`config.mk`:
```
export PLATFORM = sky130hd
export DESIGN_NAME = lbp_rsp_fifo_flat
export DESIGN_NICKNAME = d
export VERILOG_FILES = /design/src/hdl/lbp_pkg.sv /design/src/hdl/lbp_channels.sv /design/src/hdl/lbp_rsp_fifo.sv /design/src/flat_wrapper.sv
export SDC_FILE = /design/constraint.sdc
export NUM_CORES = 1
export LEC_CHECK = 0
export BUFFER_PORTS_ARGS = -buffer_cell sky130_fd_sc_hd__buf_2
export CAP_MARGIN = 25
export CORE_AREA = 2 2 82 100
export DETAILED_ROUTE_END_ITERATION = 12
export DIE_AREA = 0 0 84 102
export MAX_ROUTING_LAYER = met4
export PLACE_DENSITY_LB_ADDON = 0.1
export SETUP_SLACK_MARGIN = 0.15
export SKIP_CTS_REPAIR_TIMING = 1
export SLEW_MARGIN = 20
export SYNTH_ARGS = -nofsm -noshare
export SYNTH_HDL_FRONTEND = slang
export SYNTH_SLANG_ARGS = --single-unit
```
`constraint.sdc`:
```
create_clock -name clock -period 4.9 [get_ports clock]
set_input_delay 0.98 -clock clock [delete_from_list [all_inputs] [get_ports clock]]
set_output_delay 0.98 -clock clock [all_outputs]
set_load 0.005 [all_outputs]
```
`src/hdl/lbp_pkg.sv`:
```
// Shared constants, register codes and transaction types for the LBP code stream.
package lbp_pkg;

   localparam int MAX_WIDTH   = 1024;
   localparam int COL_W       = $clog2(MAX_WIDTH);
   localparam int WIDTH_W     = 11;
   localparam int HEIGHT_W    = 13;
   localparam int PIX_W       = 8;
   localparam int CODE_W      = 8;
   localparam int ADDR_W      = 3;
   localparam int DATA_W      = 32;
   localparam int FIFO_DEPTH  = 8;
   localparam int FIFO_PTR_W  = $clog2(FIFO_DEPTH);
   localparam int FIFO_CNT_W  = FIFO_PTR_W + 1;

   localparam logic [WIDTH_W-1:0]  WIDTH_RESET  = WIDTH_W'(640);
   localparam logic [HEIGHT_W-1:0] HEIGHT_RESET = HEIGHT_W'(480);

   // Register index, taken from paddr[2]
   typedef enum logic {
      REG_IMAGE_WIDTH  = 1'b0,
      REG_IMAGE_HEIGHT = 1'b1
   } lbp_reg_type;

   // One pixel on its way from the line-store read to the window
   typedef struct packed {
      logic             valid;
      logic             row_ge1;
      logic             row_ge2;
      logic             col_first;
      logic             col_ge1;
      logic             col_last;
      logic             row_is_last;
      logic             fwd;
      logic [PIX_W-1:0] fwd_upper;
      logic [PIX_W-1:0] fwd_middle;
      logic [PIX_W-1:0] low;
      logic [COL_W-1:0] idx;
   } lbp_item_type;

   // Line-store write-back
   typedef struct packed {
      logic             we;
      logic [COL_W-1:0] addr;
      logic [PIX_W-1:0] upper_data;
      logic [PIX_W-1:0] middle_data;
   } lbp_wr_type;

   typedef struct packed {
      logic [CODE_W-1:0] lbp_code;
      logic              end_of_row;
      logic              last_code;
   } lbp_rsp_payload_type;

   typedef struct packed {
      logic                valid;
      lbp_rsp_payload_type payload;
   } lbp_res_type;

endpackage

```
`src/hdl/lbp_channels.sv`:
```


interface lbp_rsp_if;
   logic       valid;
   logic       ready;
   logic [7:0] lbp_code;
   logic       end_of_row;
   logic       last_code;

   modport source (output valid, output lbp_code, output end_of_row, output last_code,
                   input ready);
   modport sink   (input valid, input lbp_code, input end_of_row, input last_code,
                   output ready);
endinterface

```
`src/hdl/lbp_rsp_fifo.sv`:
```
// Response queue taking up to two codes per cycle and releasing one while rsp.ready is high.
module lbp_rsp_fifo
   import lbp_pkg::*;
(
   input  logic                  clock,
   input  logic                  reset,
   input  lbp_res_type           push_a,
   input  lbp_res_type           push_b,
   output logic [FIFO_CNT_W-1:0] count,
   lbp_rsp_if.source             rsp
);

   lbp_rsp_payload_type         fifo_mem [FIFO_DEPTH];
   logic [FIFO_PTR_W-1:0]       wr_ptr_ff;
   logic [FIFO_PTR_W-1:0]       wr_ptr_in;
   logic [FIFO_PTR_W-1:0]       rd_ptr_ff;
   logic [FIFO_PTR_W-1:0]       rd_ptr_in;
   logic [FIFO_CNT_W-1:0]       count_ff;
   logic [FIFO_CNT_W-1:0]       count_in;
   logic [1:0]                  push_n;
   logic                        pop;
   lbp_rsp_payload_type         head;

   assign head = fifo_mem[rd_ptr_ff];

   // Head of queue drives the channel
   always_comb begin
      rsp.valid      = (count_ff != '0);
      rsp.lbp_code   = head.lbp_code;
      rsp.end_of_row = head.end_of_row;
      rsp.last_code  = head.last_code;
      count          = count_ff;
   end

   // Advance pointers and fill count
   always_comb begin
      pop       = rsp.valid && rsp.ready;
      push_n    = {1'b0, push_a.valid} + {1'b0, push_b.valid};
      wr_ptr_in = wr_ptr_ff + FIFO_PTR_W'(push_n);
      rd_ptr_in = rd_ptr_ff + FIFO_PTR_W'(pop);
      count_in  = count_ff + FIFO_CNT_W'(push_n) - FIFO_CNT_W'(pop);
   end

   always_ff @(posedge clock) begin
      if (reset) begin
         wr_ptr_ff <= '0;
         rd_ptr_ff <= '0;
         count_ff  <= '0;
      end else begin
         wr_ptr_ff <= wr_ptr_in;
         rd_ptr_ff <= rd_ptr_in;
         count_ff  <= count_in;
      end
   end

   // Store the codes in order: in-row code first, row-end code second
   always_ff @(posedge clock) begin
      if (push_a.valid) begin
         fifo_mem[wr_ptr_ff] <= push_a.payload;
         if (push_b.valid) begin
            fifo_mem[wr_ptr_ff + FIFO_PTR_W'(1)] <= push_b.payload;
         end
      end else if (push_b.valid) begin
         fifo_mem[wr_ptr_ff] <= push_b.payload;
      end
   end

endmodule

```
`src/flat_wrapper.sv`:
```
// flat-port wrapper written by rule: the top's interface ports become plain ports
module lbp_rsp_fifo_flat import lbp_pkg::*;
  (clock, reset, push_a, push_b, count, rsp_valid, rsp_lbp_code, rsp_end_of_row, rsp_last_code, rsp_ready);
  lbp_rsp_if rsp_i ();
  input  logic clock;
  input  logic reset;
  input  lbp_res_type push_a;
  input  lbp_res_type push_b;
  output logic [FIFO_CNT_W-1:0] count;
  output wire logic [$bits(rsp_i.valid)-1:0] rsp_valid;
  output wire logic [$bits(rsp_i.lbp_code)-1:0] rsp_lbp_code;
  output wire logic [$bits(rsp_i.end_of_row)-1:0] rsp_end_of_row;
  output wire logic [$bits(rsp_i.last_code)-1:0] rsp_last_code;
  input wire logic [$bits(rsp_i.ready)-1:0] rsp_ready;
  assign rsp_valid = rsp_i.valid;
  assign rsp_lbp_code = rsp_i.lbp_code;
  assign rsp_end_of_row = rsp_i.end_of_row;
  assign rsp_last_code = rsp_i.last_code;
  assign rsp_i.ready = rsp_ready;
  lbp_rsp_fifo u_core (.clock(clock), .reset(reset), .push_a(push_a), .push_b(push_b), .count(count), .rsp(rsp_i));
endmodule
```
Word-level counts from Yosys, hierarchy flattened
Memories as Yosys holds them, arrays and structs flattened. A register that Yosys moved wholly into a read port is not among the register bits.
Cells that the tools add are included.
{ "op_classes": {"mux": 9, "bitwise": 1, "reduce_logical": 2, "addsub": 6} }
{ "op_table": {"columns": ["operator", "n"], "rows": [
  ["$mux W10", 1],
  ["$mux W1", 7],
  ["$add A4 B2 Y4", 1],
  ["$reduce_bool A4 Y1", 1],
  ["$sub A4 B1 Y4", 1],
  ["$add A3 B1 Y3", 1],
  ["$add A3 B1 Y3 const B", 1],
  ["$add A3 B2 Y3", 1],
  ["$mux W3", 1],
  ["$add A1 B1 Y2", 1],
  ["$logic_and A1 B1 Y1", 1],
  ["$or A1 B1 Y1", 1]
]} }
{ "word_totals": {"n_memories": 1, "reg_bits": 10, "input_bits": 25, "output_inout_bits": 15, "ram_bits": 80} }
{ "memory_table": {"columns": ["memory", "words", "word_bits", "read_ports", "rd_ports_with_merged_regs", "write_ports", "line", "rtl"], "rows": [
  ["u_core.fifo_mem", 8, 10, 1, 1, 2, "lbp_rsp_fifo.sv:13", "lbp_rsp_payload_type fifo_mem [FIFO_DEPTH];"]
]} }

Longest topological paths before layout
Gate-level depths: netlist (run 1).
{ "depth": {"depth_word": 4, "ltp_mapped": 9, "depth_no_buf": 9} }

Least setup slack after synthesis (run 1)
OpenSTA, ideal clock, no wires.
{ "synth_path": {"path_kind": "input -> register", "start": "in push_a[10] (netlist bit)", "end": "mem u_core.fifo_mem[1][0] (netlist bit), enable pin", "t_arrival_ns": 2.282, "setup_slack_ns": 2.227, "n_path_buf": 0, "stages": 4, "cell_sequence": "inv_1 > ha_1 > or2_2 > o21ai_0"} }
{ "synth_rtl": {"columns": ["element", "line", "rtl"], "rows": [
  ["start: declaration", "flat_wrapper.sv:7", "input lbp_res_type push_a;"],
  ["end: declaration", "lbp_rsp_fifo.sv:13", null]
]} }

==> impl_results.md, run 1 <==
* Worst-margin pin slew at 0.977 ns
* CTS tree: built
* H-tree Lvls at 3
* Die Width at 84 um
* Max-Cap Viols at 0
* PD cells at 377 nW/um^2
* Tmin final at 3.03 ns
* Core area at 7580 um^2
* Seq/Total Area, Yosys at 53.9%
* Hold Vio Cnt, Final at 0
* Inserted Diodes at 0
* CP Launch Type: register
* YS warnings at 0
* RSZ-0062 raised after global routing: no
* Top cells by count, synth: mux2_2 (101), edfxtp_1 (80), mux4_2 (20), ha_1 (11), dfxtp_1 (10)
* Fill cells at 531
* Synth cell types at 37
* Most area-consuming cells after synthesis: edfxtp_1 (50%), mux2_2 (24%), mux4_2 (9.3%)
* Total gr overflow at 0
* Ys async rst share at 0%
* Global-route wire length before repair at 16.4 mm
* Min-Delay Path Class: register to register
* Setup TNS at 0 ns
* Crit-path cells: buf_4 > mux4_2 > mux2_2 > buf_2
* Fin nets at 380
* Worst Setup Path Type: register to output pin
* 1st-pass router iterations at 4
* DRT iter0 DRCs at 235
* Cells after Synth at 297
* Buf+Inv Stages, Crit Path at 2
* Drc violations at 0
* CP max stage cell: mux4_2
* Final Cycle Share at 61.9%
* Gp weighted congestion at 0.794
* Vias at 2821
* Seq cells post-synth at 90
* Initial antenna violation count at 0
* Cell with the most instances after synthesis: mux2_2
* Main synth FF type: edfxtp_1
* Yosys top cell area share at 49.8%
* Max incr delay on CP at 0.56 ns
* Layout cells sized above 1 at 57.1%
* Number of vias per cell at 6.43
* Largest net degree at the start of global routing at 22
* Detail Placement HPWL at 6.86 mm
* Mean post-synth cell area at 16.2 um^2
* Yosys top cell by area: edfxtp_1
* Post-Syn Area at 4820 um^2
* Crit Path Max Fanout at 21
* Mapped Nets at 335
* # setup viols final at 0
* Starting density of the core at 63.7%
* Worst VDD drop at 238 uV
* I/O pins at 40
* Maximum clock rate at 330 MHz
* Pleak at 0.00183 uW
* Die ar. at 8570 um^2
* Max Slew Vio Count at 0
* Relative slew slack at 34.9%
* Clk slew on worst S/H paths at 0.10 ns
* Post-route ant nets at 0
* Clock skew at 0.0112 ns
* Fin Hold WS at 0.718 ns
* Critical Path AT at 2.05 ns
* IO buf count at 39
* Status: completed
* CTS Root Cell: clkbuf_8
* CTS Buf Count at 9
* DR WL/cell at 23.9 um
* Clk buf depth at 2
* Worst EP required at 3.92 ns
* CP delay by family, top: multiplexers
* Number of global-route vias before repair at 2860
* Sink Count at 90
* Die Ht at 102 um
* Layout overhead on the synthesized area at 10.2%
* Post-synth EDFFs at 80
* Rows at 35
* Crit. End Element: output pin
* Worst-Skew Late Latency at 0.36 ns
* GR Util All Layers at 27.4%
* Wirelength, routed at 10.5 mm
-- worst register-to-register path: cells and delay by family (launching register included) --
family | cells | cell delay (ns)
flip-flops | 1 | 0.56
buffers and inverters | 1 | 0.27
XOR/XNOR | 1 | 0.20
AND/OR/NAND/NOR | 1 | 0.82
adder cells (fa/ha/maj) | 1 | 0.32
AO/OA/AOI/OAI | 1 | 0.38
-- sequential cells by signal (all words and copies together), names as in the netlist --
name,flops
u_core.count,4
u_core.fifo_mem,80
u_core.rd_ptr_ff,3
u_core.wr_ptr_ff,3
-- routing by layer --
metal,vias to the layer above,track usage (%),wire (um)
met2,87,44.2,5340
met5,-,-,0
li1,1255,-,-
met3,20,3.07,510
met4,0,12.2,235
met1,1459,35.7,4410
-- area by class of cell --
type | instances | area [um^2] | share of cell area (%)
multi-input combinational | 186 | 2130 | 40.1
sequential | 90 | 2600 | 48.9
inverter | 8 | 30.0 | 0.565
timing repair buffer | 47 | 263 | 4.94
clock buffer | 9 | 124 | 2.33
clock inverter | 7 | 51.3 | 0.965
tap | 92 | 115 | 2.16
-- path summary, 6_finish.rpt --
check	cells after the start	from	slack, ns	to
hold / removal	2	u_core.wr_ptr_ff[2]	0.72	u_core.wr_ptr_ff[2]
hold reg to reg	2	u_core.wr_ptr_ff[2]	0.72	u_core.wr_ptr_ff[2]
setup / recovery	4	u_core.rd_ptr_ff[1]	1.87	rsp_lbp_code[4]
setup reg to reg	5	u_core.wr_ptr_ff[0]	2.07	u_core.fifo_mem[4][4]
-- stage by stage --
| stage | cell area [um^2] | std cells | power (uW) | setup slack, ns | utilization [%] |
|---|---|---|---|---|---|
| final | 5320 | 439 | 2000 | 1.87 | 70.2 |
| after global routing | 5320 | 439 | 2100 | 1.73 | 70.2 |
| after CTS | 5300 | 437 | 2010 | 1.61 | 69.9 |
| after detailed placement | 5120 | 421 | 1550 | 1.67 | 67.6 |
| after global placement | 5120 | 421 | 1540 | 1.73 | 67.6 |
| after floorplan | 4820 | 297 | 1380 | 2.23 | - |
-- cell usage in the layout (no fill, tap or decap), types with 2 or more instances in the layout --
cell      instances
mux2_2          101
edfxtp_1         80
buf_2            39
mux4_2           20
ha_1             11
dfxtp_1          10
clkbuf_8          9
inv_1             8
buf_4             7
nor2b_1           6
nor2_1            5
nand2_1           4
nand2b_1          4
nor2_4            3
or2_2             3
o22ai_1           3
xnor2_1           3
inv_6             3
nand3_1           2
nor3_2            2
o21ai_1           2
a21oi_1           2
fa_1              2
-- cell families after synthesis --
kind of cell | count (synthesis) | synth area share (%)
compound gates | 10 | 1.32
xor+xnor | 5 | 1.22
fa+ha+maj | 13 | 3.68
buf+inv | 21 | 2.13
flops | 90 | 53.9
mux | 122 | 33.1
simple gates | 36 | 4.59
-- power by group --
group / internal, uW / leakage [uW] / total, uW / switching, uW
logic: 288 / 0.000930 / 543 / 255
registers: 941 / 0.000817 / 995 / 53.8
clock network: 188 / 0.0000880 / 467 / 279
(Power assumes the default switching activity.)
==> run 2: changes to the inputs <==
--- a/config.mk
+++ b/config.mk
@@ -7,9 +7,9 @@
 export LEC_CHECK = 0
 export BUFFER_PORTS_ARGS = -buffer_cell sky130_fd_sc_hd__buf_2
 export CAP_MARGIN = 25
-export CORE_AREA = 2 2 82 100
+export CORE_AREA = 2 2 90 109
 export DETAILED_ROUTE_END_ITERATION = 12
-export DIE_AREA = 0 0 84 102
+export DIE_AREA = 0 0 92 111
 export MAX_ROUTING_LAYER = met4
 export PLACE_DENSITY_LB_ADDON = 0.1
 export SETUP_SLACK_MARGIN = 0.15
==> constraint.sdc (replaced) <==
create_clock -name clock -period 2.6 [get_ports clock]
set_input_delay 0.52 -clock clock [delete_from_list [all_inputs] [get_ports clock]]
set_output_delay 0.52 -clock clock [all_outputs]
set_load 0.005 [all_outputs]
==> run 2 against run 1 <==
Net effect: sequential share of layout area is 2.6 points lower; sequential power up 86%; combinational power rose by 110%; setup slack worse by 1.6 ns; utilization is 9.6 points lower; largest cell class unchanged.
==> impl_results.md, run 2 (synthesized netlist as in run 1, its figures left out) <==
* Number of vias per cell at 5.78
* I/O pins at 40
* Worst-margin pin slew at 0.540 ns
* Post-route ant nets at 0
* Max Slew Vio Count at 0
* Max incr delay on CP at 0.52 ns
* Total power at 4230 uW
* CTS tree: built
* Rows at 39
* CTS Buf Count at 9
* Die ar. at 10200 um^2
* Core area at 9270 um^2
* Die Ht at 111 um
* Crit-path cells: buf_12 > mux4_2 > mux2_2 > buf_2
* Vias at 2817
* GR Util All Layers at 22.8%
* DR WL/cell at 21.7 um
* Layout overhead on the synthesized area at 16.4%
* Sink Count at 90
* Largest net degree at the start of global routing at 22
* DRT iter0 DRCs at 149
* H-tree Lvls at 3
* Final Cycle Share at 91.5%
* Maximum clock rate at 420 MHz
* Status: completed
* Wirelength, routed at 10.6 mm
* CP Launch Type: register
* Setup TNS at 0 ns
* Hold Vio Cnt, Final at 0
* Top reg by flops: u_core.fifo_mem
* Commonest non-fill, non-tap cell in the layout: mux2_2
* Crit Path Max Fanout at 11
* Inserted Diodes at 0
* Max FFs per register at 80
* Post-Route Utilization at 60.6%
* Clock skew at 0.00604 ns
* Crit. End Element: output pin
* Number of global-route vias before repair at 2955
* Inst Count DP at 470
* Max-Cap Viols at 0
* Worst Setup Path Type: register to output pin
* Drc violations at 0
* Worst-Skew Late Latency at 0.34 ns
* Initial antenna violation count at 0
* Starting density of the core at 52.0%
* Worst EP required at 2.08 ns
* RSZ-0062 raised after global routing: no
* CTS Root Cell: clkbuf_16
* CP delay by family, top: multiplexers
* Pleak at 0.00198 uW
* Fin nets at 397
* Global-route wire length before repair at 16.4 mm
* CP max stage cell: mux4_2
* PD cells at 753 nW/um^2
* Tmin final at 2.38 ns
* Detail Placement HPWL at 6.92 mm
* Buf+Inv Stages, Crit Path at 2
* Most frequent cells in the layout: mux2_2 (101), edfxtp_1 (80), buf_2 (39), buf_4 (23), mux4_2 (20)
* 1st-pass router iterations at 4
* Clk slew on worst S/H paths at 0.06 ns
* IO buf count at 39
* Worst VDD drop at 498 uV
* Layout cells sized above 1 at 58.8%
* # setup viols final at 0
* Clk buf depth at 2
* Die Width at 92 um
* Total gr overflow at 0
* Fin cells at 487
* Min-Delay Path Class: primary input to register
* Relative slew slack at 63.8%
* Gp weighted congestion at 0.825
* Critical Path AT at 1.86 ns
## run 2: cell types whose count changed in the layout (fill, tap and decap cells not counted), moves of 2 or more
cell | previous run | this run
buf_4 | 7 | 23
clkbuf_1 | 0 | 3
clkbuf_16 | 0 | 10
clkbuf_8 | 9 | 0
clkinv_2 | 1 | 3
inv_6 | 3 | 0
## run 2: worst paths after layout
check                                          from                     to  slack [ns]  cells after the start
worst max register to register  u_core.wr_ptr_ff[1]  u_core.fifo_mem[1][5]        0.34                      5
worst min register to register  u_core.wr_ptr_ff[2]    u_core.wr_ptr_ff[2]        0.73                      2
worst min-delay path                          reset        u_core.count[2]        0.50                      2
worst max-delay path            u_core.rd_ptr_ff[1]        rsp_lbp_code[1]        0.22                      4
## run 2: layer usage
layer / up-vias / global-route usage [%] / part of all wire (%)
met4: 0 / 11.8 / 3.4
met5: - / - / 0
met1: 1433 / 30.1 / 43
li1: 1288 / - / -
met3: 24 / 2.92 / 4.4
met2: 72 / 34.9 / 49
## run 2: through the flow
step / setup WS, ns / area [um^2] / hold WS (ns)
after detailed placement: 0.218 / 5310 / 0.708
final: 0.221 / 5610 / 0.505
after global routing: 0.174 / 5610 / 0.520
after global placement: 0.234 / 5310 / 0.703
after CTS: 0.179 / 5590 / 0.498
after floorplan: 0.387 / 4820 / 0.570
## run 2: area by class of cell
class                      instances  area (um^2)
multi-input combinational        186         2130
sequential                        90         2600
clock inverter                     4         45.0
timing repair buffer              64          413
fill                             742         3660
inverter                           8         30.0
clock buffer                      12          236
tap                              123          154
## run 2: report_power, final
part           internal [uW]  switching (uW)  total, uW
Combinational            592             526       1120
Sequential              1770            75.3       1850
Clock                    741             518       1260
Total                   3110            1120       4230
## run 2: worst register-to-register path, stage by stage (launching register included)
cell and delay [ns]:
dfxtp_1 0.36, ha_1 0.27, xnor2_2 0.46, nand2_2 0.37, o21ai_1 0.25, buf_4 0.24
==> run 3: changes to the inputs <==
--- a/config.mk
+++ b/config.mk
@@ -12,6 +12,7 @@
 export DIE_AREA = 0 0 92 111
 export MAX_ROUTING_LAYER = met4
 export PLACE_DENSITY_LB_ADDON = 0.1
+export RECOVER_POWER = 50
 export SETUP_SLACK_MARGIN = 0.15
 export SKIP_CTS_REPAIR_TIMING = 1
 export SLEW_MARGIN = 20
==> run 3 against run 2 <==
Net effect: clock power barely moved; first-iteration DRC count up 5.4%; final cell count did not move; routed wire length decreased by 0.68%; sequential share of layout area is 0.51 points higher; critical path type unchanged.
==> impl_results.md, run 3 (synthesized netlist as in run 1, its figures left out) <==
* Status: completed
* Most frequent cells in the layout: mux2_2 (101), edfxtp_1 (80), buf_2 (37), mux4_2 (20), clkbuf_1 (14)
* # setup viols final at 0
* Tmin final at 2.38 ns
* CP endpoint: rsp_lbp_code[1]
* Inserted Diodes at 0
* Crit Path Max Fanout at 11
* Clock skew at 0.00586 ns
* Total gr overflow at 0
* Initial antenna violation count at 0
* Crit. End Element: output pin
* GR Util All Layers at 22.8%
* DRT iter0 DRCs at 157
* Worst EP required at 2.08 ns
* Critical path startpoint: u_core.rd_ptr_ff[1]
* Global-route wire length before repair at 16.4 mm
* PD cells at 758 nW/um^2
* IO buf count at 39
* Final Cycle Share at 91.4%
* Core area at 9270 um^2
* Worst-margin pin slew at 0.899 ns
* Rows at 39
* Die Width at 92 um
* Final WS setup at 0.222 ns
* Worst-Skew Late Latency at 0.34 ns
* CTS Buf Count at 9
* Reg-to-Reg End: u_core.fifo_mem[0][9]
* Critical Path AT at 1.86 ns
* Storage element area at 2600 um^2
* Clk buf depth at 2
* Starting density of the core at 52.0%
* Post-route cell area at 5550 um^2
* Setup TNS at 0 ns
* Die ar. at 10200 um^2
* Switching share of power at 26.5%
* Crit-path cells: buf_12 > mux4_2 > mux2_2 > buf_2
* Layout cells sized above 1 at 54.7%
* RSZ-0062 raised after global routing: no
* Fin nets at 397
* Relative slew slack at 40.1%
* FF-to-FF setup slack at 0.29 ns
* Reg power frac at 44.0%
* Detail Placement HPWL at 6.92 mm
* Hold Vio Cnt, Final at 0
* Die Ht at 111 um
* 1st-pass router iterations at 4
* Logic pwr share at 26.1%
* Worst r2r src: u_core.wr_ptr_ff[1]
* Internal Power at 3090 uW
* Drc violations at 0
* CTS Root Cell: clkbuf_16
* Psw at 1120 uW
* Max-Cap Viols at 0
* Top reg by flops: u_core.fifo_mem
* Max Slew Vio Count at 0
* Post-route ant nets at 0
* Min-Delay Path Class: primary input to register
* Post-placement cell area at 5310 um^2
* H-tree Lvls at 3
* CP Launch Type: register
* Number of global-route vias before repair at 2955
* Commonest non-fill, non-tap cell in the layout: mux2_2
* Vias at 2811
* Worst r2r path cells at 4
* Clk slew on worst S/H paths at 0.06 ns
* DR WL/cell at 21.6 um
* CP max stage cell: mux4_2
* Fin Hold WS at 0.502 ns
* Max FFs per register at 80
* Gp weighted congestion at 0.825
* Max incr delay on CP at 0.52 ns
* Area of the multi-input gates at 2110 um^2
* Pre-CTS setup slack at 0.218 ns
* Wirelength, routed at 10.5 mm
* Fill cells at 760
* Worst VDD drop at 501 uV
* Worst Setup Path Type: register to output pin
* CTS tree: built
* Number of vias per cell at 5.77
* Sink Count at 90
* I/O pins at 40
* Maximum clock rate at 421 MHz
* Pleak at 0.00193 uW
* Largest net degree at the start of global routing at 22
* Clk pwr share at 29.9%
* Layout overhead on the synthesized area at 15.1%
[run 3: cell count changes in the layout (fill, tap and decap cells not counted), sizes merged]
cell / delta
clkbuf: +13
buf: -13
[run 3: how the worst min path moves through the flow]
| stage | start | slack, ns | cells past startpoint | end |
|---|---|---|---|---|
| floorplan | u_core.rd_ptr_ff[1] | 0.57 | 2 | u_core.rd_ptr_ff[1] |
| global placement | u_core.wr_ptr_ff[2] | 0.70 | 2 | u_core.wr_ptr_ff[2] |
| detailed placement | u_core.wr_ptr_ff[2] | 0.71 | 2 | u_core.wr_ptr_ff[2] |
| CTS | reset | 0.50 | 2 | u_core.rd_ptr_ff[2] |
| global route | reset | 0.52 | 2 | u_core.rd_ptr_ff[2] |
| finish | reset | 0.50 | 2 | u_core.count[2] |
[run 3: final cells by class]
cell class                      instances  area share (%)
Timing Repair Buffer                   64            6.69
Inverter                                8           0.541
Tap cell                              123            2.77
Multi-Input combinational cell        186            38.0
Clock inverter                          4           0.811
Sequential cell                        90            46.9
Clock buffer                           12            4.26
[run 3: layer usage]
| layer | share of wire [%] | track usage [%] |
|---|---|---|
| met5 | 0 | - |
| met4 | 3.2 | 11.8 |
| met3 | 5.2 | 2.92 |
| met2 | 49 | 34.9 |
| met1 | 42 | 30.1 |
[run 3: power groups by stage]
stage / sequential (uW) / combinational (uW) / clock, uW
6_report: 1850 / 1100 / 1260
5_1_grt: 1860 / 1210 / 1340
4_1_cts: 1850 / 1120 / 1290
3_5_place_dp: 1880 / 1120 / 0
3_3_place_gp: 1870 / 1090 / 0
2_1_floorplan: 1850 / 751 / 0
[run 3: metrics by stage]
stage	cells	utilization, %	total power, uW
2_1_floorplan	297	-	2600
3_3_place_gp	470	57.2	2960
3_5_place_dp	470	57.2	2990
4_1_cts	486	60.3	4260
5_1_grt	487	59.9	4420
6_report	487	59.9	4210
[run 3: worst max-delay path, delay by kind of cell (launching register included)]
kind	cells	cell delay, ns
buffers and inverters	2	0.30
DFF	1	0.39
muxes	2	0.82
