## src/hdl/lbp_pkg.sv

```systemverilog
// Shared constants, register codes and transaction types for the LBP code stream.
package lbp_pkg;

   localparam int MAX_WIDTH   = 1024;
   localparam int COL_W       = $clog2(MAX_WIDTH);
   localparam int WIDTH_W     = 11;
   localparam int HEIGHT_W    = 13;
   localparam int PIX_W       = 8;
   localparam int CODE_W      = 8;
   localparam int ADDR_W      = 3;
   localparam int DATA_W      = 32;
   localparam int FIFO_DEPTH  = 8;
   localparam int FIFO_PTR_W  = $clog2(FIFO_DEPTH);
   localparam int FIFO_CNT_W  = FIFO_PTR_W + 1;

   localparam logic [WIDTH_W-1:0]  WIDTH_RESET  = WIDTH_W'(640);
   localparam logic [HEIGHT_W-1:0] HEIGHT_RESET = HEIGHT_W'(480);

   // Register index, taken from paddr[2]
   typedef enum logic {
      REG_IMAGE_WIDTH  = 1'b0,
      REG_IMAGE_HEIGHT = 1'b1
   } lbp_reg_type;

   // One pixel on its way from the line-store read to the window
   typedef struct packed {
      logic             valid;
      logic             row_ge1;
      logic             row_ge2;
      logic             col_first;
      logic             col_ge1;
      logic             col_last;
      logic             row_is_last;
      logic             fwd;
      logic [PIX_W-1:0] fwd_upper;
      logic [PIX_W-1:0] fwd_middle;
      logic [PIX_W-1:0] low;
      logic [COL_W-1:0] idx;
   } lbp_item_type;

   // Line-store write-back
   typedef struct packed {
      logic             we;
      logic [COL_W-1:0] addr;
      logic [PIX_W-1:0] upper_data;
      logic [PIX_W-1:0] middle_data;
   } lbp_wr_type;

   typedef struct packed {
      logic [CODE_W-1:0] lbp_code;
      logic              end_of_row;
      logic              last_code;
   } lbp_rsp_payload_type;

   typedef struct packed {
      logic                valid;
      lbp_rsp_payload_type payload;
   } lbp_res_type;

endpackage

```

## src/hdl/lbp_window.sv

```systemverilog
// 3x3 window, line-store write-back and LBP code generation.
module lbp_window
   import lbp_pkg::*;
(
   input  logic             clock,
   input  logic             reset,
   input  logic             clear,
   input  lbp_item_type     item,
   input  logic [PIX_W-1:0] upper_rdata,
   input  logic [PIX_W-1:0] middle_rdata,
   output lbp_wr_type       wr,
   output lbp_res_type      res_a,
   output lbp_res_type      res_b
);

   // [row: upper, middle, lower][col: left, centre, right]
   typedef logic [2:0][2:0][PIX_W-1:0] win_type;

   win_type          window_ff;
   win_type          window_in;
   win_type          win_a;
   win_type          win_b;
   logic [PIX_W-1:0] upper_raw;
   logic [PIX_W-1:0] middle_raw;
   logic [PIX_W-1:0] upper_px;
   logic [PIX_W-1:0] middle_px;

   function automatic win_type shift_col(input win_type w, input logic [PIX_W-1:0] up,
                                         input logic [PIX_W-1:0] mid,
                                         input logic [PIX_W-1:0] low);
      win_type s;
      for (int k = 0; k < 3; k++) begin
         s[k][0] = w[k][1];
         s[k][1] = w[k][2];
      end
      s[0][2] = up;
      s[1][2] = mid;
      s[2][2] = low;
      return s;
   endfunction

   // Bit set where the neighbour is at least the centre
   function automatic logic [CODE_W-1:0] win_code(input win_type w);
      logic [7:0][PIX_W-1:0] nb;
      logic [CODE_W-1:0]     code;
      nb[0] = w[1][0];
      nb[1] = w[2][0];
      nb[2] = w[2][1];
      nb[3] = w[2][2];
      nb[4] = w[1][2];
      nb[5] = w[0][2];
      nb[6] = w[0][1];
      nb[7] = w[0][0];
      for (int k = 0; k < 8; k++) begin
         code[k] = (nb[k] >= w[1][1]);
      end
      return code;
   endfunction

   // Pick forwarded data where the previous pixel wrote the same entry
   always_comb begin
      upper_raw  = item.fwd ? item.fwd_upper  : upper_rdata;
      middle_raw = item.fwd ? item.fwd_middle : middle_rdata;
      upper_px   = item.row_ge2 ? upper_raw  : '0;
      middle_px  = item.row_ge1 ? middle_raw : '0;
   end

   // Age the column: the middle row moves up, the new pixel goes in
   always_comb begin
      wr.we          = item.valid;
      wr.addr        = item.idx;
      wr.upper_data  = middle_raw;
      wr.middle_data = item.low;
   end

   // Window after the pixel, and after the zero column past the row end
   always_comb begin
      win_a = shift_col(item.col_first ? win_type'('0) : window_ff,
                        upper_px, middle_px, item.low);
      win_b = shift_col(win_a, '0, '0, '0);

      res_a.valid              = item.valid && item.row_ge1 && item.col_ge1;
      res_a.payload.lbp_code   = win_code(win_a);
      res_a.payload.end_of_row = 1'b0;
      res_a.payload.last_code  = 1'b0;

      res_b.valid              = item.valid && item.row_ge1 && item.col_last;
      res_b.payload.lbp_code   = win_code(win_b);
      res_b.payload.end_of_row = 1'b1;
      res_b.payload.last_code  = item.row_is_last;

      window_in = (item.row_ge1 && item.col_last) ? win_b : win_a;
   end

   // Hold the window; clear on reset and restart
   always_ff @(posedge clock) begin
      if (reset || clear) begin
         window_ff <= '0;
      end else if (item.valid) begin
         window_ff <= window_in;
      end
   end

endmodule

```

## config.mk

```make
export PLATFORM = sky130hd
export DESIGN_NAME = lbp_window
export DESIGN_NICKNAME = d
export VERILOG_FILES = /design/src/hdl/lbp_pkg.sv /design/src/hdl/lbp_window.sv
export SDC_FILE = /design/constraint.sdc
export NUM_CORES = 1
export LEC_CHECK = 0
export BUFFER_PORTS_ARGS = -buffer_cell sky130_fd_sc_hd__buf_2
export CORE_MARGIN = 2
export CORE_UTILIZATION = 60
export CTS_BUF_LIST = sky130_fd_sc_hd__clkbuf_4
export CTS_CLUSTER_DIAMETER = 50
export DETAILED_ROUTE_END_ITERATION = 8
export GPL_ROUTABILITY_DRIVEN = 0
export PLACE_DENSITY = 0.95
export SLEW_MARGIN = 20
export SYNTH_ARGS = -nofsm -noshare
export SYNTH_HDL_FRONTEND = slang
export SYNTH_SLANG_ARGS = --single-unit
```

## constraint.sdc

```tcl
create_clock -name clock -period 7.9 [get_ports clock]
set_input_delay 1.58 -clock clock [delete_from_list [all_inputs] [get_ports clock]]
set_output_delay 1.58 -clock clock [all_outputs]
set_load 0.05 [all_outputs]
```

# Word-level counts from Yosys, hierarchy flattened
# Index checks and enable logic that the tools add are counted.
[classes] magnitude_cmp=14 mux=6 n_reduce_logical=5
[ops] operator="72-bit two-way mux" count=2
[ops] operator="8-bit greater-or-equal comparator" count=13
[ops] operator="8-bit two-way mux" count=4
[ops] operator="1-bit by 8-bit greater-or-equal comparator with 1-bit output (first input constant)" count=1
[ops] operator="1-bit logical AND" count=4
[ops] operator="1-bit logical OR" count=1
[word_totals] regBits=72

# Depth between registers and ports, before layout
# Gate-level depths: netlist (run 1).
[depth] word_depth=3 ltp_mapped=10 ltp_nobuf=9

# Worst setup path after synthesis (run 1)
# OpenSTA, ideal clock, no wires.
[synth_path] kind="input to output" start="input item[34] in the netlist's numbering" end="output res_b[8] in the netlist's numbering" stages=9 slack_ns=2.099 t_arrival_ns=4.221 required_ns=6.320 path_buffers=1 path_cell_list="buf_6 > mux2_2 > and2_1 > ha_1 > nand2b_1 > a21o_1 > maj3_2 > a2111oi_2 > nor3_1"
[synth_lines] item="start: declaration" line_no="lbp_window.sv:8" text="input lbp_item_type item,"
[synth_lines] item="end: declaration" line_no="lbp_window.sv:13" text="output lbp_res_type res_b"

==> metrics.yaml, run 1 <==
grt:
  grt_pass1_vias: 4140
  grt_pass1_wl_um: 19200
  grt_max_degree: 50
  antenna_found_initial: 0
  grt-ovfl-total: 0
  globalRouteTotalUtil_pct: 31.3
timing:
  tightest_slew_ns: 1.15
  period_share_pct: 73.4
  fin_worst_skew_ns: 0.0127
  max_freq_mhz: 172
  whs_ns: 0.525
  maxSlewViolCount: 0
  finalHoldViolCount: 0
  setup_viol: 0
  finalCriticalPeriod_ns: 5.80
  relSlewSlack_pct: 23.5
  rsz0062_at_grt: "false"
  tns_ns: 0
finish:
  area_growth_pct: 7.89
  final_core_util_pct: 65.9
  diodes: 0
  drive_above_1_share_pct: 20.9
  final_nets: 690
  largest_reg_flops: 48
  reg_top3: "window_ff (48)"
  nFillCells: 604
  regMostFlops: "window_ff"
critical_path:
  required_ns: 6.32
  r2r-start: "window_ff[46]"
  path_class: "in2out"
  critPathMaxFanout: 16
  timing.critical_path.from: "item[34]"
  worst_setup_path_end_kind: "output pin"
  start_kind: "input pin"
  r2r_slack_ns: 6.47
  reg2reg_depth: 4
  reg2reg_to: "window_ff[38]"
  critPathArrivalTime_ns: 4.22
route:
  vias: 4173
  dr.pass1.iters: 9
  drc: 9
  wl_um: 12000
  drt_iter0_drc: 443
  vias_per_cell: 6.48
  ant_nets: 0
  wl_per_cell_um: 18.7
placement:
  dpl.hpwl_um: 8520
  port_buffers: 84
die:
  fp.dieW_um: 89.3
  fp.dieH_um: 89.3
  fp-row-count: 31
  die_area_mm2: 0.00797
  core_mm2: 0.00714
  pin_count: 110
  start_util_pct: 61.1
job:
  maxCapViolCount: 0
hold_path:
  holdPathStages: 2
  holdPathEnd: "window_ff[42]"
  hold_start: "window_ff[42]"
  hold_class: "reg2reg"
clocking:
  ctsResizeCount: 0
  cts_max_level: 2
  cts_setup_buffers: 0
  cts.sinks: 48
  cts-root-buf: "clkbuf_4"
  cts_tree: "built"
  clk_pin_slew_ns: 0.16
  ctsLongestPathBuffers: 2
  clock_latency_ns: 0.40
  cts_hold_buf: 0
  numCtsBuffers: 5
synth:
  seq_area_frac_synth_pct: 22.0
  syn_area_per_cell_um2: 8.72
  synthArstFlopShare_pct: 0
  netlist_instances: 500
  synth_warnings: 0
  ys_ff_latch: 48
  syn_area_mm2: 0.00436
  ys_types: 46
  ys.flop_type: "dfxtp_1"
  synth_edf_count: 0
status:
  status: "finished, violations left"
  violations: "DRC"
pwr:
  ir_worst_vdd_uv: 97.9
  power.density_mw_per_mm2: 133
  power.leakage_uw: 0.00214
## final cells by class
type / count / area (um2) / share of cell area [%]
tap: 99 / 124 / 2.63
multi-input combinational: 390 / 3050 / 64.8
timing repair buffer: 87 / 443 / 9.41
sequential: 48 / 961 / 20.4
clock inverter: 3 / 46.3 / 0.984
clock buffer: 5 / 37.5 / 0.798
inverter: 12 / 45.0 / 0.957
## worst max-delay path by stage
stage,endpoint,slack [ns],depth (start not counted)
after floorplan,res_b[8],2.10,9
after global placement,res_b[8],2.16,10
after detailed placement,res_b[8],2.10,10
after CTS,res_b[8],2.09,10
after global routing,res_b[8],2.00,10
final,res_b[8],2.10,10
## cells by family after synthesis
logic type | Yosys count | share of synthesized area, %
flip-flops | 48 | 22.0
adder cells (fa/ha/maj) | 86 | 24.6
buffers and inverters | 63 | 8.15
multiplexers | 16 | 4.30
AND/OR/NAND/NOR | 155 | 18.2
other | 2 | 0.172
AO/OA/AOI/OAI | 130 | 22.5
## per-layer routing
metal | global-route usage, % | routed length (um) | up-vias
met5 | 0 | 0 | -
met4 | 19.9 | 658 | 0
met3 | 5.26 | 1160 | 60
met2 | 51.6 | 5530 | 260
met1 | 37.6 | 4680 | 1935
li1 | - | - | 1918
## cell usage in the layout (no fill, tap or decap), types with 2 or more instances in the layout
master     n
a211o_1    2
a211oi_1   7
a21o_1     9
a21oi_1   14
a222oi_1  24
a22oi_1   24
a31oi_1    6
a41oi_1    2
and2_1     3
and3_1     3
and4_1     2
buf_2     84
buf_4      3
clkbuf_4   5
conb_1     3
dfxtp_1   48
ha_1      85
inv_1     12
mux2_2     6
mux2_4     4
mux2i_1    6
nand2_1   23
nand2b_1  19
nand3_1    5
nor2_1    50
nor2b_1   44
nor3_1     2
o211ai_1   8
o21a_1    10
o21ai_0   15
or4_4      2
## stage by stage
stage,cells,power [uW],cell area [um2],worst slack (ns)
after global placement,636,460,4620,2.16
after global routing,644,653,4710,2.00
after CTS,644,624,4710,2.09
after detailed placement,636,469,4620,2.10
after floorplan,501,432,4370,2.10
final,644,628,4710,2.10
## cell usage after synthesis (2+ instances only)
cell type | instances | area [um2]
nand2b_1 | 19 | 119
ha_1 | 85 | 1060
and3_1 | 3 | 18.8
dfxtp_1 | 48 | 961
clkbuf_1 | 22 | 82.6
o211ai_1 | 8 | 60.1
a211o_1 | 2 | 17.5
inv_1 | 12 | 45.0
a21oi_1 | 14 | 70.1
conb_1 | 2 | 7.51
a21o_1 | 9 | 67.6
or4_4 | 2 | 22.5
a41oi_1 | 2 | 17.5
nor2_1 | 50 | 188
and2_1 | 3 | 18.8
mux2i_1 | 6 | 60.1
nor3_1 | 2 | 10.0
o21a_1 | 10 | 75.1
mux2_2 | 6 | 67.6
nor2b_1 | 44 | 275
a211oi_1 | 7 | 52.6
and4_1 | 2 | 17.5
nand2_1 | 23 | 86.3
a31oi_1 | 6 | 37.5
a222oi_1 | 24 | 240
a22oi_1 | 24 | 180
buf_4 | 25 | 188
nand3_1 | 5 | 25.0
o21ai_0 | 15 | 75.1
mux2_4 | 4 | 60.1
## critical path: stages
cell       delay [ns]
buf_2            0.34
mux2_2           0.45
and2_1           0.23
ha_1             0.30
nand2b_1         0.14
a21o_1           0.18
maj3_2           0.32
a2111oi_2        0.36
nor3_1           0.10
buf_2            0.22
## where the power goes
part	leakage [uW]	internal, uW	switching [uW]
sequential	0.000388	246	3.00
clock	0.0000418	67.7	93.0
combinational	0.00171	70.6	147
No activity file was read; power rests on OpenSTA's default activity.
==> run 2, diff against run 1 <==
--- a/config.mk
+++ b/config.mk
@@ -7,12 +7,12 @@
 export LEC_CHECK = 0
 export BUFFER_PORTS_ARGS = -buffer_cell sky130_fd_sc_hd__buf_2
 export CORE_MARGIN = 2
-export CORE_UTILIZATION = 60
+export CORE_UTILIZATION = 50
 export CTS_BUF_LIST = sky130_fd_sc_hd__clkbuf_4
 export CTS_CLUSTER_DIAMETER = 50
 export DETAILED_ROUTE_END_ITERATION = 8
 export GPL_ROUTABILITY_DRIVEN = 0
-export PLACE_DENSITY = 0.95
+export PLACE_DENSITY = 0.9
 export SLEW_MARGIN = 20
 export SYNTH_ARGS = -nofsm -noshare
 export SYNTH_HDL_FRONTEND = slang
==> constraint.sdc (replaced) <==
create_clock -name clock -period 5.3 [get_ports clock]
set_input_delay 1.06 -clock clock [delete_from_list [all_inputs] [get_ports clock]]
set_output_delay 1.06 -clock clock [all_outputs]
set_load 0.05 [all_outputs]
==> metrics.yaml, run 2 (synthesized netlist as in run 1, its figures left out) <==
status:
  status: "completed"  # was finished, violations left
finish:
  diodes: 0  # unchanged
  reg_top3: "window_ff (48)"  # unchanged
  final_area_mm2: 0.00472  # was 0.00471 mm2
  layout_common_cells: "ha_1, buf_2, nor2_1"  # unchanged
  layout_commonest_cell: "ha_1"  # unchanged
  drive_above_1_share_pct: 21.3  # was 20.9%
  area_growth_pct: 8.18  # was 7.89%
  nFillCells: 791  # was 604
  fin_cells: 657  # was 644
  final_nets: 694  # was 690
  largest_reg_flops: 48  # unchanged
  regMostFlops: "window_ff"  # unchanged
timing:
  finalHoldViolCount: 0  # unchanged
  period_share_pct: 86.8
  fin_worst_skew_ns: 0.0157  # was 0.0127 ns
  finalCriticalPeriod_ns: 4.60
  rsz0062_at_grt: "false"  # unchanged
  tightest_slew_ns: 0.954  # was 1.15 ns
  tns_ns: 0  # unchanged
  maxSlewViolCount: 0  # unchanged
  max_freq_mhz: 217
  relSlewSlack_pct: 36.4  # was 23.5%
  setup_viol: 0  # unchanged
clocking:
  cts_tree: "built"  # unchanged
  cts_setup_buffers: 0  # unchanged
  clk_pin_slew_ns: 0.14  # was 0.16 ns
  cts-root-buf: "clkbuf_4"  # unchanged
  cts_max_level: 2  # unchanged
  clock_latency_ns: 0.39  # was 0.40 ns
  cts_hold_buf: 0  # unchanged
  ctsResizeCount: 0  # unchanged
  ctsLongestPathBuffers: 2  # unchanged
  cts.sinks: 48  # unchanged
  numCtsBuffers: 5  # unchanged
placement:
  dpl.hpwl_um: 8690  # was 8520 um
  port_buffers: 84  # unchanged
  place_area_mm2: 0.00466  # was 0.00462 mm2
  dp.cells: 649  # was 636
die:
  fp.dieW_um: 97.4  # was 89.3 um
  fp.dieH_um: 97.4  # was 89.3 um
  core_mm2: 0.00859  # was 0.00714 mm2
  pin_count: 110  # unchanged
  fp-row-count: 34  # was 31
  start_util_pct: 50.8  # was 61.1%
  die_area_mm2: 0.00949  # was 0.00797 mm2
grt:
  grt-ovfl-total: 0  # unchanged
  grt_pass1_wl_um: 19700  # was 19200 um
  antenna_found_initial: 0  # unchanged
  grt_pass1_vias: 4056  # was 4140
  grt_max_degree: 50  # unchanged
  globalRouteTotalUtil_pct: 25.3  # was 31.3%
critical_path:
  crit_chain: "buf_2 > mux2_2 > and2_1 > ha_1 > nand2b_1 > a21o_1 > maj3_2 > a2111oi_2 > nor3_1 > buf_2"  # unchanged
  required_ns: 4.24  # was 6.32 ns
  start_kind: "input pin"  # unchanged
  timing.critical_path.from: "item[34]"  # unchanged
  r2r_slack_ns: 3.87  # was 6.47 ns
  critPathMaxFanout: 10  # was 16
  critPathArrivalTime_ns: 3.54  # was 4.22 ns
  reg2reg_depth: 4  # unchanged
  cp_top_family: "adder cells"  # unchanged
  worst_setup_path_end_kind: "output pin"  # unchanged
  r2r-start: "window_ff[46]"  # unchanged
  max_stage_delay_ns: 0.43  # was 0.45 ns
  path_class: "in2out"  # unchanged
  reg2reg_to: "window_ff[38]"  # unchanged
  worstSetupEndpoint: "res_b[8]"  # unchanged
  crit_cells: 10  # unchanged
  critPathSlowestCell: "mux2_2"  # unchanged
  path_buf_inv: 2  # unchanged
  crit_top_cell: "buf_2"  # unchanged
pwr:
  p_total_uw: 879  # was 628 uW
  power.density_mw_per_mm2: 186  # was 133 mW/mm2
  ir_worst_vdd_uv: 113  # was 97.9 uV
  power.leakage_uw: 0.00215  # was 0.00214 uW
route:
  wl_per_cell_um: 18.3  # was 18.7 um
  vias_per_cell: 6.32  # was 6.48
  ant_nets: 0  # unchanged
  drc: 0  # was 9
  vias: 4151  # was 4173
  dr.pass1.iters: 6  # was 9
  wl_um: 12000  # about the same
  drt_iter0_drc: 411  # was 443
hold_path:
  hold_class: "reg2reg"  # unchanged
job:
  maxCapViolCount: 0  # unchanged
-- run 2: cell count changes in the layout (fill, tap and decap cells not counted) --
| cell | change |
|---|---|
| bufinv_16 | -1 |
| clkinvlp_4 | -1 |
| buf_4 | +4 |
| clkinv_1 | +1 |
| clkinv_2 | +1 |
-- run 2: where the power goes --
group / internal (uW) / switching (uW)
registers: 367 / 4.58
clock network: 51.5 / 131
logic: 106 / 219
-- run 2: worst min-delay path by stage --
stage                  start            end  slack, ns  cells past startpoint
2_1_floorplan  window_ff[42]  window_ff[42]       0.45                      2
5_1_grt        window_ff[69]  window_ff[61]       0.57                      2
3_5_place_dp   window_ff[57]  window_ff[57]       0.50                      2
6_report       window_ff[45]  window_ff[45]       0.53                      2
4_1_cts        window_ff[57]  window_ff[57]       0.54                      2
3_3_place_gp   window_ff[42]  window_ff[42]       0.47                      2
-- run 2: worst reg2reg max path, delay by kind of cell (launching register included) --
| family | cells | cell delay [ns] |
|---|---|---|
| compound gates | 1 | 0.29 |
| simple gates | 2 | 0.51 |
| flops | 1 | 0.34 |
| buf+inv | 1 | 0.16 |
-- run 2: metal layers --
metal  routed length (um)  vias up  global-route usage (%)  share of wire (%)
met5                    0        -                       0                  0
met4                  537        0                    12.0                4.5
met3                  992       33                    4.46                8.2
met2                 5490      232                    40.6                 46
met1                 5020     1962                    32.9                 42
li1                     -     1924                       -                  -
-- run 2: stage by stage --
stage          hold slack [ns]  util, %  setup slack, ns
2_1_floorplan            0.451        -            0.539
3_3_place_gp             0.465     54.3            0.728
3_5_place_dp             0.502     54.3            0.709
4_1_cts                  0.538     54.9            0.713
5_1_grt                  0.573     54.9            0.602
6_report                 0.535     54.9            0.698
-- run 2: layout make-up --
cell class	count	area (um2)	share of cell area, %
Multi-Input combinational cell	390	3050	64.6
Sequential cell	48	961	20.4
Timing Repair Buffer	91	473	10.0
Tap cell	108	135	2.86
Inverter	12	45.0	0.955
Clock buffer	5	37.5	0.796
Clock inverter	3	17.5	0.371
==> run 3, diff against run 2 <==
--- a/config.mk
+++ b/config.mk
@@ -13,6 +13,7 @@
 export DETAILED_ROUTE_END_ITERATION = 8
 export GPL_ROUTABILITY_DRIVEN = 0
 export PLACE_DENSITY = 0.9
+export RECOVER_POWER = 50
 export SLEW_MARGIN = 20
 export SYNTH_ARGS = -nofsm -noshare
 export SYNTH_HDL_FRONTEND = slang
==> metrics.yaml, run 3 (synthesized netlist as in run 1, its figures left out) <==
timing:
  finalCriticalPeriod_ns: 4.71  # was 4.60 ns
  rsz0062_at_grt: "false"  # unchanged
  finalHoldViolCount: 0  # unchanged
  tightest_slew_ns: 2.31  # was 0.954 ns
  fin_worst_skew_ns: 0.0174  # was 0.0157 ns
  tns_ns: 0  # unchanged
  setup_viol: 0  # unchanged
  relSlewSlack_pct: -54.3  # was 36.4%
  whs_ns: 0.535  # about the same
  max_freq_mhz: 212  # was 217 MHz
  period_share_pct: 88.9  # was 86.8%
  maxSlewViolCount: 50  # was 0
grt:
  globalRouteTotalUtil_pct: 25.3  # unchanged
  antenna_found_initial: 0  # unchanged
  grt_pass1_wl_um: 19700  # unchanged
  grt-ovfl-total: 0  # unchanged
  grt_pass1_vias: 4056  # unchanged
  grt_max_degree: 50  # unchanged
clocking:
  cts_tree: "built"  # unchanged
  cts_max_level: 2  # unchanged
  cts-root-buf: "clkbuf_4"  # unchanged
  cts_setup_buffers: 0  # unchanged
  clk_pin_slew_ns: 0.14  # about the same
  ctsLongestPathBuffers: 2  # unchanged
  cts.sinks: 48  # unchanged
  numCtsBuffers: 5  # unchanged
  clock_latency_ns: 0.39  # about the same
  ctsResizeCount: 0  # unchanged
  cts_hold_buf: 0  # unchanged
pwr:
  p_total_uw: 879  # about the same
  ir_worst_vdd_uv: 113  # about the same
  power.leakage_uw: 0.00213  # was 0.00215 uW
  power.density_mw_per_mm2: 187  # was 186 mW/mm2
critical_path:
  critPathMaxFanout: 49  # was 10
  critPathArrivalTime_ns: 5.02  # was 3.54 ns
  worst_setup_path_end_kind: "flop"  # was output pin
  required_ns: 5.61  # was 4.24 ns
  start_kind: "input pin"  # unchanged
  path_class: "in2reg"  # was in2out
finish:
  diodes: 0  # unchanged
  final_nets: 694  # unchanged
  drive_above_1_share_pct: 20.0  # was 21.3%
  final_area_mm2: 0.00470  # was 0.00472 mm2
  nFillCells: 796  # was 791
  largest_reg_flops: 48  # unchanged
  area_growth_pct: 7.86  # was 8.18%
  regMostFlops: "window_ff"  # unchanged
  layout_commonest_cell: "ha_1"  # unchanged
  reg_top3: "window_ff (48)"  # unchanged
  layout_common_cells: "ha_1, buf_2, nor2_1"  # unchanged
die:
  core_mm2: 0.00859  # unchanged
  start_util_pct: 50.8  # unchanged
  die_area_mm2: 0.00949  # unchanged
  fp.dieH_um: 97.4  # unchanged
  pin_count: 110  # unchanged
  fp-row-count: 34  # unchanged
  fp.dieW_um: 97.4  # unchanged
route:
  dr.pass1.iters: 5  # was 6
  ant_nets: 0  # unchanged
  drc: 0  # unchanged
  drt_iter0_drc: 443  # was 411
  vias_per_cell: 6.30  # was 6.32
  wl_per_cell_um: 18.4  # was 18.3 um
  vias: 4137  # was 4151
  wl_um: 12100  # was 12000 um
status:
  status: "finished, violations left"  # was completed
  violations: "capacitance limit, slew limit"
placement:
  dpl.hpwl_um: 8690  # unchanged
  place_area_mm2: 0.00466  # unchanged
  port_buffers: 84  # unchanged
job:
  maxCapViolCount: 2  # was 0
hold_path:
  hold_class: "reg2reg"  # unchanged
[run 3: cell count changes in the layout (fill, tap and decap cells not counted), sizes merged]
cell	change
buf	-7
clkbuf	+7
[run 3: final cells by class]
type | instances | area [um2] | share of cell area (%)
Inverter | 12 | 45.0 | 0.957
Multi-Input combinational cell | 390 | 3050 | 64.8
Sequential cell | 48 | 961 | 20.4
Clock buffer | 5 | 37.5 | 0.798
Timing Repair Buffer | 91 | 459 | 9.76
Tap cell | 108 | 135 | 2.87
Clock inverter | 3 | 17.5 | 0.372
[run 3: per-stage QoR]
stage | worst slack, ns | utilization [%] | instances
after floorplan | 0.539 | - | 501
after global placement | 0.728 | 54.3 | 649
after detailed placement | 0.709 | 54.3 | 649
after CTS | 0.713 | 54.9 | 657
after global routing | 0.358 | 54.7 | 657
final | 0.590 | 54.7 | 657
[run 3: worst paths after layout]
kind	depth (start not counted)	from	end	slack, ns
max	9	item[41]	window_ff[60]	0.59
min	2	window_ff[45]	window_ff[45]	0.54
max reg2reg	4	window_ff[46]	window_ff[38]	3.85
min reg2reg	2	window_ff[45]	window_ff[45]	0.54
[run 3: critical path: stages]
cell and delay, ns:
clkbuf_1 0.13, inv_1 0.06, clkbuf_1 0.87, a21oi_2 0.38, clkbuf_1 1.11, nor2b_1 0.78, buf_4 0.30, a222oi_1 0.09
nor2_1 0.21
[run 3: power breakdown]
group / internal (uW) / switching, uW / leakage [uW]
Combinational: 105 / 220 / 0.00171
Clock: 51.5 / 131 / 0.0000330
Sequential: 367 / 4.59 / 0.000388
Total: 523 / 355 / 0.00213
[run 3: routing by layer]
layer  GRT usage (%)  part of all wire, %
met1            32.9                   42
met2            40.6                   46
met3            4.46                  7.9
met4            12.0                  4.6
met5               0                    0
